File: src/rtl/lvwd_pkg.sv
// Shared types and constants of the LZW decoder.
// Used by lvwd_ctrl, lvwd_dp and the top level; depends on nothing.
package lvwd_pkg;

    localparam int TABLE_ENTRIES_DEF = 4096;
    localparam int MAX_CODE_BITS_DEF = 12;
    localparam int CHUNK_BYTES_DEF   = 64;

    localparam logic [12:0] CLEAR_CODE = 13'd256;
    localparam logic [12:0] END_CODE   = 13'd257;
    localparam logic [3:0]  MIN_WIDTH  = 4'd9;

    typedef enum logic [3:0] {
        ST_IDLE,
        ST_CODE,
        ST_WALK_RD,
        ST_WALK_WR,
        ST_FIX,
        ST_OUT_RD,
        ST_OUT_WR,
        ST_SEND,
        ST_FLAG
    } state_t;

    typedef enum logic [2:0] {
        KIND_CLEAR,
        KIND_END,
        KIND_FIRST,
        KIND_BAD,
        KIND_NORM,
        KIND_KWK
    } code_kind_t;

    typedef struct packed {
        logic accept;
        logic decode;
        logic walk_lit;
        logic walk_wr;
        logic fix;
        logic out_wr;
        logic send_next;
    } dp_cmd_t;

    typedef struct packed {
        logic       live;
        logic       fin;
        code_kind_t kind;
        logic       cur_lit;
        logic       walk_limit;
        logic       out_last;
        logic       chunk_full;
        logic       last;
    } dp_status_t;

endpackage

File: src/rtl/lvwd_ctrl.sv
// Controller state machine of the LZW decoder.
// Depends on lvwd_pkg; drives commands into lvwd_dp from its status.
module lvwd_ctrl (
    input  logic                  aclk,
    input  logic                  aresetn,
    input  logic                  s_valid,
    input  logic                  m_ready,
    input  lvwd_pkg::dp_status_t  status,
    output logic                  s_ready,
    output logic                  m_valid,
    output lvwd_pkg::dp_cmd_t     cmd
);

    lvwd_pkg::state_t state_reg, state_next;

    // State register
    always_ff @(posedge aclk) begin
        if (!aresetn) begin
            state_reg <= lvwd_pkg::ST_IDLE;
        end else begin
            state_reg <= state_next;
        end
    end

    // Next state
    always_comb begin
        state_next = state_reg;
        case (state_reg)
            lvwd_pkg::ST_IDLE: begin
                if (s_valid) state_next = lvwd_pkg::ST_CODE;
            end
            lvwd_pkg::ST_CODE: begin
                if (!status.live) begin
                    state_next = status.fin ? lvwd_pkg::ST_FLAG : lvwd_pkg::ST_IDLE;
                end else begin
                    case (status.kind)
                        lvwd_pkg::KIND_CLEAR:
                            state_next = status.fin ? lvwd_pkg::ST_FLAG : lvwd_pkg::ST_IDLE;
                        lvwd_pkg::KIND_END:   state_next = lvwd_pkg::ST_FLAG;
                        lvwd_pkg::KIND_BAD:   state_next = lvwd_pkg::ST_FLAG;
                        lvwd_pkg::KIND_FIRST: state_next = lvwd_pkg::ST_OUT_RD;
                        default:              state_next = lvwd_pkg::ST_WALK_RD;
                    endcase
                end
            end
            lvwd_pkg::ST_WALK_RD: begin
                if (status.cur_lit || status.walk_limit) state_next = lvwd_pkg::ST_FIX;
                else state_next = lvwd_pkg::ST_WALK_WR;
            end
            lvwd_pkg::ST_WALK_WR: state_next = lvwd_pkg::ST_WALK_RD;
            lvwd_pkg::ST_FIX:     state_next = lvwd_pkg::ST_OUT_RD;
            lvwd_pkg::ST_OUT_RD:  state_next = lvwd_pkg::ST_OUT_WR;
            lvwd_pkg::ST_OUT_WR: begin
                if (status.out_last || status.chunk_full) state_next = lvwd_pkg::ST_SEND;
                else state_next = lvwd_pkg::ST_OUT_RD;
            end
            lvwd_pkg::ST_SEND: begin
                if (m_ready) begin
                    state_next = status.last ? lvwd_pkg::ST_IDLE : lvwd_pkg::ST_OUT_RD;
                end
            end
            lvwd_pkg::ST_FLAG: begin
                if (m_ready) state_next = lvwd_pkg::ST_IDLE;
            end
            default: state_next = lvwd_pkg::ST_IDLE;
        endcase
    end

    // Outputs and commands
    always_comb begin
        s_ready = 1'b0;
        m_valid = 1'b0;
        cmd     = '0;
        case (state_reg)
            lvwd_pkg::ST_IDLE: begin
                s_ready    = 1'b1;
                cmd.accept = s_valid;
            end
            lvwd_pkg::ST_CODE:    cmd.decode   = 1'b1;
            lvwd_pkg::ST_WALK_RD: cmd.walk_lit = status.cur_lit;
            lvwd_pkg::ST_WALK_WR: cmd.walk_wr  = 1'b1;
            lvwd_pkg::ST_FIX:     cmd.fix      = 1'b1;
            lvwd_pkg::ST_OUT_WR:  cmd.out_wr   = 1'b1;
            lvwd_pkg::ST_SEND: begin
                m_valid       = 1'b1;
                cmd.send_next = m_ready && !status.last;
            end
            lvwd_pkg::ST_FLAG: m_valid = 1'b1;
            default: ;
        endcase
    end

endmodule

File: config.mk
export PLATFORM = sky130hd
export DESIGN_NAME = lvwd_ctrl
export DESIGN_NICKNAME = d
export VERILOG_FILES = /design/src/rtl/lvwd_pkg.sv /design/src/rtl/lvwd_ctrl.sv
export SDC_FILE = /design/constraint.sdc
export NUM_CORES = 1
export LEC_CHECK = 0
export ABC_AREA = 1
export BUFFER_PORTS_ARGS = -buffer_cell sky130_fd_sc_hd__clkbuf_2
export CAP_MARGIN = 20
export CORE_AREA = 2 2 39 41
export CTS_BUF_LIST = sky130_fd_sc_hd__clkbuf_8 sky130_fd_sc_hd__clkbuf_16
export CTS_CLUSTER_DIAMETER = 60
export CTS_CLUSTER_SIZE = 8
export DETAILED_ROUTE_END_ITERATION = 10
export DIE_AREA = 0 0 41 43
export GPL_TIMING_DRIVEN = 0
export PLACE_DENSITY = 0.66
export SYNTH_ARGS = -nofsm -noshare
export SYNTH_HDL_FRONTEND = slang
export SYNTH_SLANG_ARGS = --single-unit
File: constraint.sdc
create_clock -name aclk -period 1 [get_ports aclk]
set_input_delay 0.2 -clock aclk [delete_from_list [all_inputs] [get_ports aclk]]
set_output_delay 0.2 -clock aclk [all_outputs]
set_load 0.01 [all_outputs]
# --- Word level (Yosys, flattened, before mapping) ---
# Index checks and enable logic that the tools add are counted.
classes:
  muxes: 19
  reduce_logical: 9
  eq_ne: 14
ops:
  columns: ["operator", "count"]
  rows:
  - ["$pmux 4 s9", 1]
  - ["$mux 4", 5]
  - ["$eq 4x3->1 const B", 4]
  - ["$pmux 4 s3", 1]
  - ["$mux 1", 9]
  - ["$eq 4x2->1 const B", 2]
  - ["$eq 3x2->1 const B", 2]
  - ["$mux 3", 2]
  - ["$ne 2x2->1 const B", 3]
  - ["$eq 4x1->1 const B", 1]
  - ["$eq 4x4->1 const B", 1]
  - ["$logic_not 4->1", 1]
  - ["$reduce_or 2->1", 2]
  - ["$eq 3x1->1 const B", 1]
  - ["$logic_not 3->1", 1]
  - ["$reduce_and 3->1", 1]
  - ["$logic_or 1x1->1", 2]
  - ["$mux 2", 1]
  - ["$logic_and 1x1->1", 1]
  - ["$logic_not 1->1", 1]
word_totals:
  ff_bits: 4
  word_cells: 43

# --- Logic depth before layout (Yosys ltp) ---
depth:
  ltp_word: 5
  mapped_depth: 9
  ltp_nobuf: 8

# --- Worst setup path before layout ---
# OpenSTA, ideal clock, no wires.
synth_timing:
  kind: "reg2reg"
  from: "reg state_reg[0]"
  to: "reg state_reg[0]"
  stages_incl_launch_ff: 8
  setup_time_ns: 0.118
  path_buffers: 1
  period_less_slack_ns: 1.090
  arrival_ns: 0.972
  required_ns: 0.882
  slack_ns: -0.090
  path_cell_list: "dfxtp_1 buf_6 nor2_1 nand3_1 nand2_2 a21oi_2 nand2_1 a21oi_2"
synth_via:
  elab_chain_cells: 3
synth_rtl:
  columns: ["element", "line", "rtl"]
  rows:
  - ["from (decl)", "lvwd_ctrl.sv:14", "lvwd_pkg::state_t state_reg, state_next;"]
  - ["from (signal assigned)", "lvwd_ctrl.sv:19", "state_reg <= lvwd_pkg::ST_IDLE;"]
  - ["from (signal assigned)", "lvwd_ctrl.sv:21", "state_reg <= state_next;"]
  - ["$eq 4x4->1, or another cell as far along", "lvwd_ctrl.sv:28", "case (state_reg)"]
  - ["$ne 2x2->1 (no line)", null, null]
  - ["$reduce_and 3->1 (no line)", null, null]
# Several ways; a longest one is shown, not always the timed one.
# A chain may end at the register's enable or synchronous reset.

==> results.py <==
metrics = {
    "final_layout": {
        "mostFrequentLayoutCells": "clkbuf_2, inv_1, nand2_1, nor2_1, buf_4",
        "final-seq-area_um2": 90.1,
        "fin_area_um2": 744,
        "nets": 126,
        "multi_input_area_um2": 327,
        "area_growth_pct": 66.2,
        "antennaDiodeCount": 0,
        "drive_gt1_frac": 0.527,
        "fin_util": 0.538,
        "fillers": 138,
        "final_common_cell": "clkbuf_2",
        "largest_reg_flops": 4,
    },
    "routing": {
        "num_vias": 587,
        "drtPass1Iterations": 4,
        "wl_um": 1220,
        "remaining_drc_errors": 0,
        "wl_per_cell_um": 9.71,
        "drtIter0Drc": 4,
        "antenna_left": 0,
        "routed_via_density": 4.66,
    },
    "sta": {
        "fmax_mhz": 770,
        "hold_viol_final": 0,
        "final_min_period_over_clock_period": 1.30,
        "finalWorstSetupSlack_ns": -0.298,
        "slew_violations": 0,
        "finalClockSkew_ns": 0.00334,
        "rsz0062_at_grt": "true",
        "worst_pin_slew_ns": 0.213,
        "fin_crit_ns": 1.30,
        "finalSetupViolations": 13,
        "slew-limit-headroom": 0.857,
    },
    "worst_setup_path": {
        "worstSetupEndpointType": "primary output",
        "cpPeakStageDelay_ns": 0.37,
        "timing.rr.end": "state_reg[0]$_SDFFE_PN0P_",
        "worstReg2RegStart": "state_reg[2]$_SDFFE_PN0P_",
        "worstPathArrival_ns": 1.10,
        "path_cells": "inv_4, nor2_4, nand3_4, nor2_2, buf_2",
        "start_kind": "flip-flop",
        "required_ns": 0.80,
        "critical-path-top-delay-family": "flip-flops",
        "crit_type": "reg2out",
        "critPathSlowestCell": "dfxtp_4",
        "critical_path.max_fanout": 4,
        "ff2ff_setup_slack_ns": -0.20,
        "crit_buf_inv": 2,
        "r2r_cells": 8,
    },
    "synth": {
        "synth_area_per_cell_um2": 5.67,
        "syn_area_um2": 448,
        "syn_nets": 93,
        "seq_area_frac_synth": 0.179,
        "yosysTopAreaCell": "dfxtp_1",
        "netlist_instances": 79,
        "yosys.cell_types.count": 18,
        "yosysTopAreaCellShare": 0.179,
        "yosys-top-cells-area": "dfxtp_1, inv_1, nand2_1",
        "yosys_warnings": 0,
        "synth-seq-cells": 4,
    },
    "die": {
        "ios": 23,
        "coreArea_um2": 1380,
        "die_x_um": 41,
        "die_area_um2": 1760,
        "rows": 14,
        "initial_core_util": 0.324,
        "die_h_um": 43,
    },
    "global_routing": {
        "antenna_found_initial": 0,
        "grt_pass1_vias": 519,
        "grt_max_degree": 9,
        "grt_use_total": 0.152,
        "grt-ovfl-total": 0,
        "grt_pass1_wl_um": 1900,
    },
    "place": {
        "dp_hpwl_um": 928,
        "gp_congestion": 0.727,
        "place_area_um2": 594,
        "post-place-ws_ns": -0.120,
        "io_buffers": 22,
    },
    "job": {
        "cap_violations": 0,
    },
    "pwr": {
        "p_per_area_nw_per_um2": 1190,
        "ir_drop_v": 0.000893,
        "p_leak_nw": 0.412,
    },
    "worst_hold_path": {
        "min-delay-start": "aresetn",
        "min_path_type": "in2reg",
        "worstHoldEndpoint": "state_reg[1]$_SDFFE_PN0P_",
        "whs_path_depth": 3,
    },
    "clocking": {
        "postCtsHoldBufs": 0,
        "htreeDepth": 1,
        "clk_pin_slew_worst_paths_ns": 0.03,
        "clockBufferDepth": 2,
        "cts_tree": "built",
        "cts_root_buffer": "clkbuf_8",
        "cts_sinks": 4,
        "cts_buffers": 3,
        "clk_latency_ns": 0.21,
    },
    "status": {
        "failed_checks": "negative setup slack",
        "outcome": "finished, violations left",
    },
}
cell usage after synthesis, drive strengths merged:
cell and number:
o211ai 1, nor2 16, dfxtp 4, nand2 19
nor3 2, buf 1, o21ai 1, nand4 2
inv 20, a31oi 1, a21oi 5, nand3 7
area by class of cell:
class                           count  share of cell area
Timing Repair Buffer               28               0.230
Tap cell                           16              0.0269
Inverter                           20               0.108
Sequential cell                     4               0.121
Multi-Input combinational cell     54               0.439
Buffer                              1              0.0202
Clock buffer                        3              0.0555
report_power, final:
| group | switching [mW] | leakage, nW | total (mW) | internal, mW |
|---|---|---|---|---|
| Combinational | 0.194 | 0.355 | 0.353 | 0.158 |
| Sequential | 0.0187 | 0.0349 | 0.193 | 0.174 |
| Clock | 0.0820 | 0.0216 | 0.339 | 0.257 |
| Total | 0.295 | 0.412 | 0.884 | 0.589 |
per-stage QoR:
stage	std cells	hold slack, ns	total power, mW	setup TNS (ns)
after floorplan	79	0.298	0.390	-0.0430
after global placement	117	0.414	0.474	-0.569
after detailed placement	117	0.410	0.480	-0.700
after CTS	126	0.190	0.856	-2.85
after global routing	126	0.207	0.951	-3.75
final	126	0.187	0.884	-2.86
how the worst max path moves through the flow:
stage | startpoint | to | cells past startpoint
6_report | state_reg[2]$_SDFFE_PN0P_ | cmd[0] | 5
5_1_grt | state_reg[2]$_SDFFE_PN0P_ | cmd[0] | 5
4_1_cts | state_reg[0]$_SDFFE_PN0P_ | cmd[4] | 5
3_5_place_dp | state_reg[1]$_SDFFE_PN0P_ | state_reg[0]$_SDFFE_PN0P_ | 8
3_3_place_gp | state_reg[1]$_SDFFE_PN0P_ | state_reg[0]$_SDFFE_PN0P_ | 8
2_1_floorplan | state_reg[0]$_SDFFE_PN0P_ | state_reg[2]$_SDFFE_PN0P_ | 8
repair_timing:
action / CTS / global route
setup buffers: 6 / 0
setup endpoints to repair: 12 / 13
gates resized for setup: 7 / 16
pin swaps: 6 / 6
layer usage:
metal | routed length (um) | share of wire | up-vias | track usage
met5 | 0 | 0 | - | 0
met2 | 649 | 0.53 | 16 | 0.281
li1 | - | - | 304 | -
met4 | 0 | 0 | 0 | 0.0400
met3 | 61 | 0.050 | 0 | 0.0157
met1 | 513 | 0.42 | 267 | 0.170
cell families after synthesis:
group,share of synthesized area
compound gates,0.123
buf+inv,0.193
flops,0.179
simple gates,0.506
worst register-to-register path: stages (launching register included):
cell	delay, ns
dfxtp_4	0.35
nor2_4	0.18
buf_4	0.13
nand3_1	0.10
nand2_1	0.08
nor2_1	0.05
nand2_1	0.06
nand2_1	0.06
a21oi_2	0.11
No activity file was read; power rests on OpenSTA's default activity.
